**src/assert_macros.svh**
```systemverilog
// Assertion macros for the prime sieve RTL.
// Depends on nothing; included by modules that check their own logic.
`ifndef ASSERT_MACROS_SVH
`define ASSERT_MACROS_SVH
`ifndef SYNTHESIS
`define ASSERT_IMPLIES(label, clk, rst, a, b) \
  label: assert property (@(posedge clk) disable iff (rst) (a) |-> (b)) else $error("assertion failed");
`define ASSERT_NEXT(label, clk, rst, a, b) \
  label: assert property (@(posedge clk) disable iff (rst) (a) |=> (b)) else $error("assertion failed");
`else
`define ASSERT_IMPLIES(label, clk, rst, a, b)
`define ASSERT_NEXT(label, clk, rst, a, b)
`endif
`endif

```
**src/ips_pkg.sv**
```systemverilog
// Package for the incremental prime sieve: codes, constants and the
// controller/datapath command and status types. No dependencies.
`default_nettype none
package ips_pkg;
  localparam int unsigned DefaultPrimeDepth = 4096;
  localparam int unsigned WordWidth = 64;
  localparam logic [63:0] TopValue = 64'hFFFF_FFFF_FFFF_FFFF;

  typedef enum logic [2:0] {
    ST_PRIME = 3'd0, ST_COMPOSITE = 3'd1, ST_UNDECIDED = 3'd2,
    ST_LOADED = 3'd3, ST_FULL = 3'd4, ST_LIMIT = 3'd5
  } status_t;

  localparam logic OP_TEST = 1'b0;
  localparam logic OP_LOAD = 1'b1;

  localparam logic [1:0] REG_START = 2'd0;
  localparam logic [1:0] REG_PRIMES = 2'd1;
  localparam logic [1:0] REG_COMPOSITES = 2'd2;

  typedef struct packed {
    logic    start;     // latch the item, begin
    logic    rd_issue;  // issue table read at walk index
    logic    div_start; // start divider with read entry
    logic    finish;    // commit result with given status
    status_t fin_status;
  } ips_cmd_t;

  typedef struct packed {
    logic is_load;
    logic at_limit;
    logic table_full;
    logic walk_end;   // walk index reached fill
    logic entry_zero;
    logic div_done;
    logic is_div;     // divides and not equal
    logic stop_prime; // divisor not below quotient
  } ips_stat_t;
endpackage
`default_nettype wire

```
**src/ips_ctrl.sv**
```systemverilog
// Controller of the prime sieve: walks the table, sequences reads and
// divisions, and runs the channel handshakes. Uses ips_pkg and the macros.
`default_nettype none
`include "assert_macros.svh"
module ips_ctrl
  import ips_pkg::*;
(
  input  wire logic clk,
  input  wire logic rst,
  input  wire logic in_valid,
  output logic      in_ready,
  output logic      out_valid,
  input  wire logic out_ready,
  output ips_cmd_t  cmd,
  input  wire ips_stat_t stat
);
  typedef enum logic [5:0] {
    S_IDLE = 6'b000001, S_DISPATCH = 6'b000010, S_READ = 6'b000100,
    S_CHECK = 6'b001000, S_DIV = 6'b010000, S_OUT = 6'b100000
  } state_t;

  state_t state;
  state_t state_next;

  assign in_ready = (state == S_IDLE);
  assign out_valid = (state == S_OUT);

  always_comb begin
    state_next = state;
    cmd = '0;
    cmd.fin_status = ST_PRIME;
    unique case (state)
      S_IDLE: begin
        if (in_valid) begin
          cmd.start = 1'b1;
          state_next = S_DISPATCH;
        end
      end
      S_DISPATCH: begin
        if (stat.is_load) begin
          cmd.finish = 1'b1;
          cmd.fin_status = stat.table_full ? ST_FULL : ST_LOADED;
          state_next = S_OUT;
        end else if (stat.at_limit) begin
          cmd.finish = 1'b1;
          cmd.fin_status = ST_LIMIT;
          state_next = S_OUT;
        end else begin
          state_next = S_READ;
        end
      end
      S_READ: begin
        if (stat.walk_end) begin
          cmd.finish = 1'b1;
          cmd.fin_status = ST_UNDECIDED;
          state_next = S_OUT;
        end else begin
          cmd.rd_issue = 1'b1;
          state_next = S_CHECK;
        end
      end
      S_CHECK: begin
        if (stat.entry_zero) begin
          state_next = S_READ;
        end else begin
          cmd.div_start = 1'b1;
          state_next = S_DIV;
        end
      end
      S_DIV: begin
        if (stat.div_done) begin
          if (stat.is_div) begin
            cmd.finish = 1'b1;
            cmd.fin_status = ST_COMPOSITE;
            state_next = S_OUT;
          end else if (stat.stop_prime) begin
            cmd.finish = 1'b1;
            cmd.fin_status = ST_PRIME;
            state_next = S_OUT;
          end else begin
            state_next = S_READ;
          end
        end
      end
      S_OUT: begin
        if (out_ready) begin
          state_next = S_IDLE;
        end
      end
      default: state_next = S_IDLE;
    endcase
  end

  always_ff @(posedge clk) begin
    if (rst) begin
      state <= S_IDLE;
    end else begin
      state <= state_next;
    end
  end

  `ASSERT_IMPLIES(a_onehot, clk, rst, 1'b1, $onehot(state))
  `ASSERT_NEXT(a_finish_out, clk, rst, cmd.finish, state == S_OUT)
  `ASSERT_IMPLIES(a_div_only_check, clk, rst, cmd.div_start, state == S_CHECK)
  `ASSERT_NEXT(a_out_holds, clk, rst, out_valid && !out_ready, out_valid)
endmodule
`default_nettype wire

```
**config.mk**
```make
export PLATFORM = sky130hd
export DESIGN_NAME = ips_ctrl
export DESIGN_NICKNAME = d
export VERILOG_FILES = /design/src/ips_pkg.sv /design/src/ips_ctrl.sv
export VERILOG_INCLUDE_DIRS = /design/src /design/src/src
export SDC_FILE = /design/constraint.sdc
export NUM_CORES = 1
export LEC_CHECK = 0
export ABC_AREA = 1
export ABC_CLOCK_PERIOD_IN_PS = 1310
export BUFFER_PORTS_ARGS = -buffer_cell sky130_fd_sc_hd__clkbuf_2
export CAP_MARGIN = 20
export CORE_MARGIN = 2
export CORE_UTILIZATION = 30
export CTS_BUF_LIST = sky130_fd_sc_hd__clkbuf_8
export CTS_CLUSTER_DIAMETER = 40
export DETAILED_ROUTE_END_ITERATION = 6
export GPL_ROUTABILITY_DRIVEN = 0
export PLACE_DENSITY = 0.61
export SETUP_SLACK_MARGIN = 0.3
export SYNTH_ARGS = -nofsm -noshare
export SYNTH_HDL_FRONTEND = slang
export SYNTH_SLANG_ARGS = --single-unit
export TNS_END_PERCENT = 1
```
**constraint.sdc**
```tcl
create_clock -name clk -period 1.31 [get_ports clk]
set_input_delay 0 -clock clk [delete_from_list [all_inputs] [get_ports clk]]
set_output_delay 0 -clock clk [all_outputs]
set_load 0.005 [all_outputs]
```
==> summary.txt <==
Status
  – Outcome: finished, violations left
  – Violations in the final reports: setup timing

STA
  – Slew of the pin with the lowest slew margin: ~230 ps
  – Post-layout minimum cycle time: 1310 ps
  – Timing-limited maximum frequency: 761 MHz
  – Setup TNS: -4.65 ps
  – RSZ-0062 raised after global routing: yes
  – Min setup slack post-route: -4.65 ps
  – Worst max-slew margin expressed relative to the limit: 84.4%
  – Worst clock skew: 6.69 ps
  – Number of endpoints failing setup at the final stage: 1
  – Max Slew Vio Count: 0
  – Ratio of final minimum period to clock period: 100%
  – Final Hold Fails: 0

GRT
  – Met1 capacity usage during global routing: 16.2%
  – Vias in the first global route: 515
  – Peak-usage layer in the global routing report: met2
  – Pin count of the biggest net entering global routing: 9
  – Met3 layer usage reported by global route: between 4 and 5%
  – Antenna violations before repair: 0
  – Global routing met2 resource utilization: ~25%
  – Global-route wire length before repair: 2080 um
  – Remaining global-route overflow: 0
  – Overall Global Routing Usage: 14.5%

Critical path
  – R2r worst-path depth: 7
  – Capturing element type of the critical path: primary output
  – Required time at the endpoint of the critical path: 1310 ps
  – R2R Path End: state[0]
  – Crit path max-delay family: simple AND/OR/NAND/NOR gates
  – Arrival time at the worst endpoint: between 1000 and 1500 ps
  – Setup slack of the worst register-to-register path: ~80 ps
  – Cell type of the slowest stage on the worst timing path: dfxtp_2
  – Cell-by-cell listing of the critical path: nor2_4 > nand3_2 > or2_4 > inv_1 > clkbuf_2
  – WP buf/inv: 2
  – Start-to-end type of the worst setup path: reg -> out
  – Kind of launch point of the worst setup path: flop
  – Maximum fanout along the worst path: 8
  – Maximum cell stage delay along the critical path: roughly 350 ps
  – Reg-to-reg startpoint: state[5]

Floorplan
  – Width of the die: 45.5 um
  – Number of cell rows: 14
  – Starting utilization of the core area: around a third
  – IO Pins: 21
  – Die area: 2070 um2
  – Placeable core region: roughly 1600 um2
  – Vert. Die Dim: 45.5 um

Min path
  – Critical hold path startpoint: rst
  – Hold Path Stages: 2
  – Class of the worst hold path: in -> reg
  – End point of the most critical hold path: state[4]

Pwr
  – Max IR drop VDD: 0.544 mV
  – Internal Dissipation: 0.445 mW
  – Switching part of the total: around 28%
  – Logic gate share of total power: 21.9%
  – Sequential share of power: between 30% and 40%
  – Clock network fraction of design power: a little under half
  – Leakage dissipation: 0.401 nW
  – NetSw: ~0.17 mW
  – Pwr dens: ~810 nW/um2

Final layout
  – Number of antenna diodes: 0
  – P&R area growth vs syn: 46.4%
  – Share of cells above drive strength 1: 51.9%
  – Post-layout nets: between 100 and 150
  – Number of flip-flops in the largest register: 6
  – Top Registers: state (6)
  – Filler instances: 163
  – Util after Layout: roughly half
  – Biggest register: state

Clocking
  – Clock buffer count from CTS: 3
  – Clock latency of the later-clocked register in the worst-skew pair: 220 ps
  – Clock sink count: 6
  – Clock root buffer: clkbuf_8
  – Number of H-tree levels: 1
  – Buffers from clock root to sink, at most: 2
  – Clock tree from TritonCTS: built
  – Clock-pin slew of the registers on the worst-case setup and hold paths: 40 ps

Place
  – Detailed placer's ending HPWL: 970 um
  – Count of input and output buffers: 20

Synthesis
  – Library cell occupying the most area in the post-synthesis netlist: dfxtp_1
  – Number of cells produced by synthesis: 78
  – Compound-cell area share of the yosys netlist: 7.77%
  – Number of distinct standard cells referenced by the synthesized netlist: 19
  – Fraction of synthesized cell area taken by the top area cell type: 23.3%
  – Sequential-to-total area share from yosys stat: 23.3%
  – Combinational family with the most area after synthesis: simple AND/OR/NAND/NOR gates
  – Mux contribution to synthesized area: 0%
  – Number of synthesized register bits: 6
  – Post-Syn Nets: 90
  – Number of synthesis warnings: 0
  – Top area cells in the synthesized netlist: dfxtp_1, inv_1, nor2_4, nand3_2, nand4_1
  – Most instantiated library cell after synthesis: inv_1
  – Synth Flop Type: dfxtp_1
  – Count of flip-flops with a built-in enable after synthesis: 0
  – Post-synthesis instance area: 515 um2
  – Adder-cell share of the synthesized area: 0%
  – Simple-gate portion of the synthesized area: 52.9%
  – Cell types with the highest counts after synthesis: inv_1, nor2_1, dfxtp_1, nand3_1, nand4_1
  – Mean instance size in the synthesized netlist: 6.61 um2
  – Async set-reset flop share out of synthesis: 0%
  – Fraction of synthesized cell area in xor and xnor cells: 0%

Job
  – Count of max-cap constraint violations: 0

Drt
  – Drt total wl: 1350 um
  – Drt initial violations: 12
  – Wire length per cell: 11.1 um
  – Number of vias per cell: 4.91
  – Post-route ant nets: 0
  – Total via count after detailed routing: approximately 600
  – Router iterations before antenna repair: 4
  – DRC Markers: 0
## logic make-up (layout without fill, tap and decap cells)
kind of cell,Yosys count,count (layout)
AND/OR/NAND/NOR,45,45
buffers and inverters,21,49
AO/OA/AOI/OAI,6,6
flip-flops,6,6
## layout make-up
cell class / instances / area, um2 / share of cell area, %
Clock buffer: 3 / 41.3 / 5.47
Inverter: 20 / 75.1 / 9.95
Tap cell: 16 / 20.0 / 2.65
Sequential cell: 6 / 125 / 16.6
Timing Repair Buffer: 26 / 148 / 19.6
Multi-Input combinational cell: 51 / 345 / 45.8
## metal layers
| metal | vias up | wire, um |
|---|---|---|
| li1 | 309 | - |
| met1 | 261 | 562 |
| met2 | 27 | 671 |
| met4 | 0 | 17 |
| met5 | - | 0 |
| met3 | 2 | 103 |
## repair_timing
action                     in CTS  in global routing
gates resized for setup         6                  0
setup endpoints to repair      13                 15
hold endpoints to repair        1                  0
hold buffers                    1                  0
pin swaps                       3                  3
setup buffers                   3                  2
## worst register-to-register path, delay by kind of cell (launching register included)
kind,cells,cell delay (ps)
flops,1,350
buf+inv,1,170
simple gates,6,590
## power by group through the flow
stage               sequential (mW)  combinational (mW)  clock (mW)
CTS                           0.202               0.134       0.285
global placement              0.204               0.126           0
floorplan                     0.203              0.0815           0
detailed placement            0.204               0.126           0
global route                  0.203               0.153       0.299
finish                        0.202               0.134       0.278
## layout by cell type, fill, tap and decap left out, drive strengths merged
cell type,netlist,layout
inv,20,20
dfxtp,6,6
buf,1,5
nand3,10,10
clkbuf,0,23
a21oi,3,3
o31ai,1,1
nor2,19,19
or2,1,1
o32ai,1,1
dlygate4sd3,0,1
o21ai,1,1
nand4,6,6
nor3,3,3
nand2,6,6
## worst max-delay path by stage
stage / from / endpoint / cells past startpoint
6_report: state[5] / cmd[4] / 5
5_1_grt: state[5] / cmd[1] / 4
4_1_cts: state[2] / cmd[3] / 6
3_5_place_dp: state[3] / state[2] / 7
3_3_place_gp: state[3] / state[2] / 7
2_1_floorplan: state[5] / state[4] / 4
## metrics by stage
step                      std cells  setup WS (ps)  power, mW  hold slack, ps  instance area (um2)
after floorplan                  78            285      0.285            51.3                  529
after global placement          113            166      0.330             211                  642
after detailed placement        113            155      0.331             205                  642
after CTS                       120           15.1      0.621            25.5                  739
after global routing            122          -70.5      0.655            41.4                  754
final                           122          -4.65      0.614            28.4                  754
Note: power is estimated with default switching activity, not from simulation.
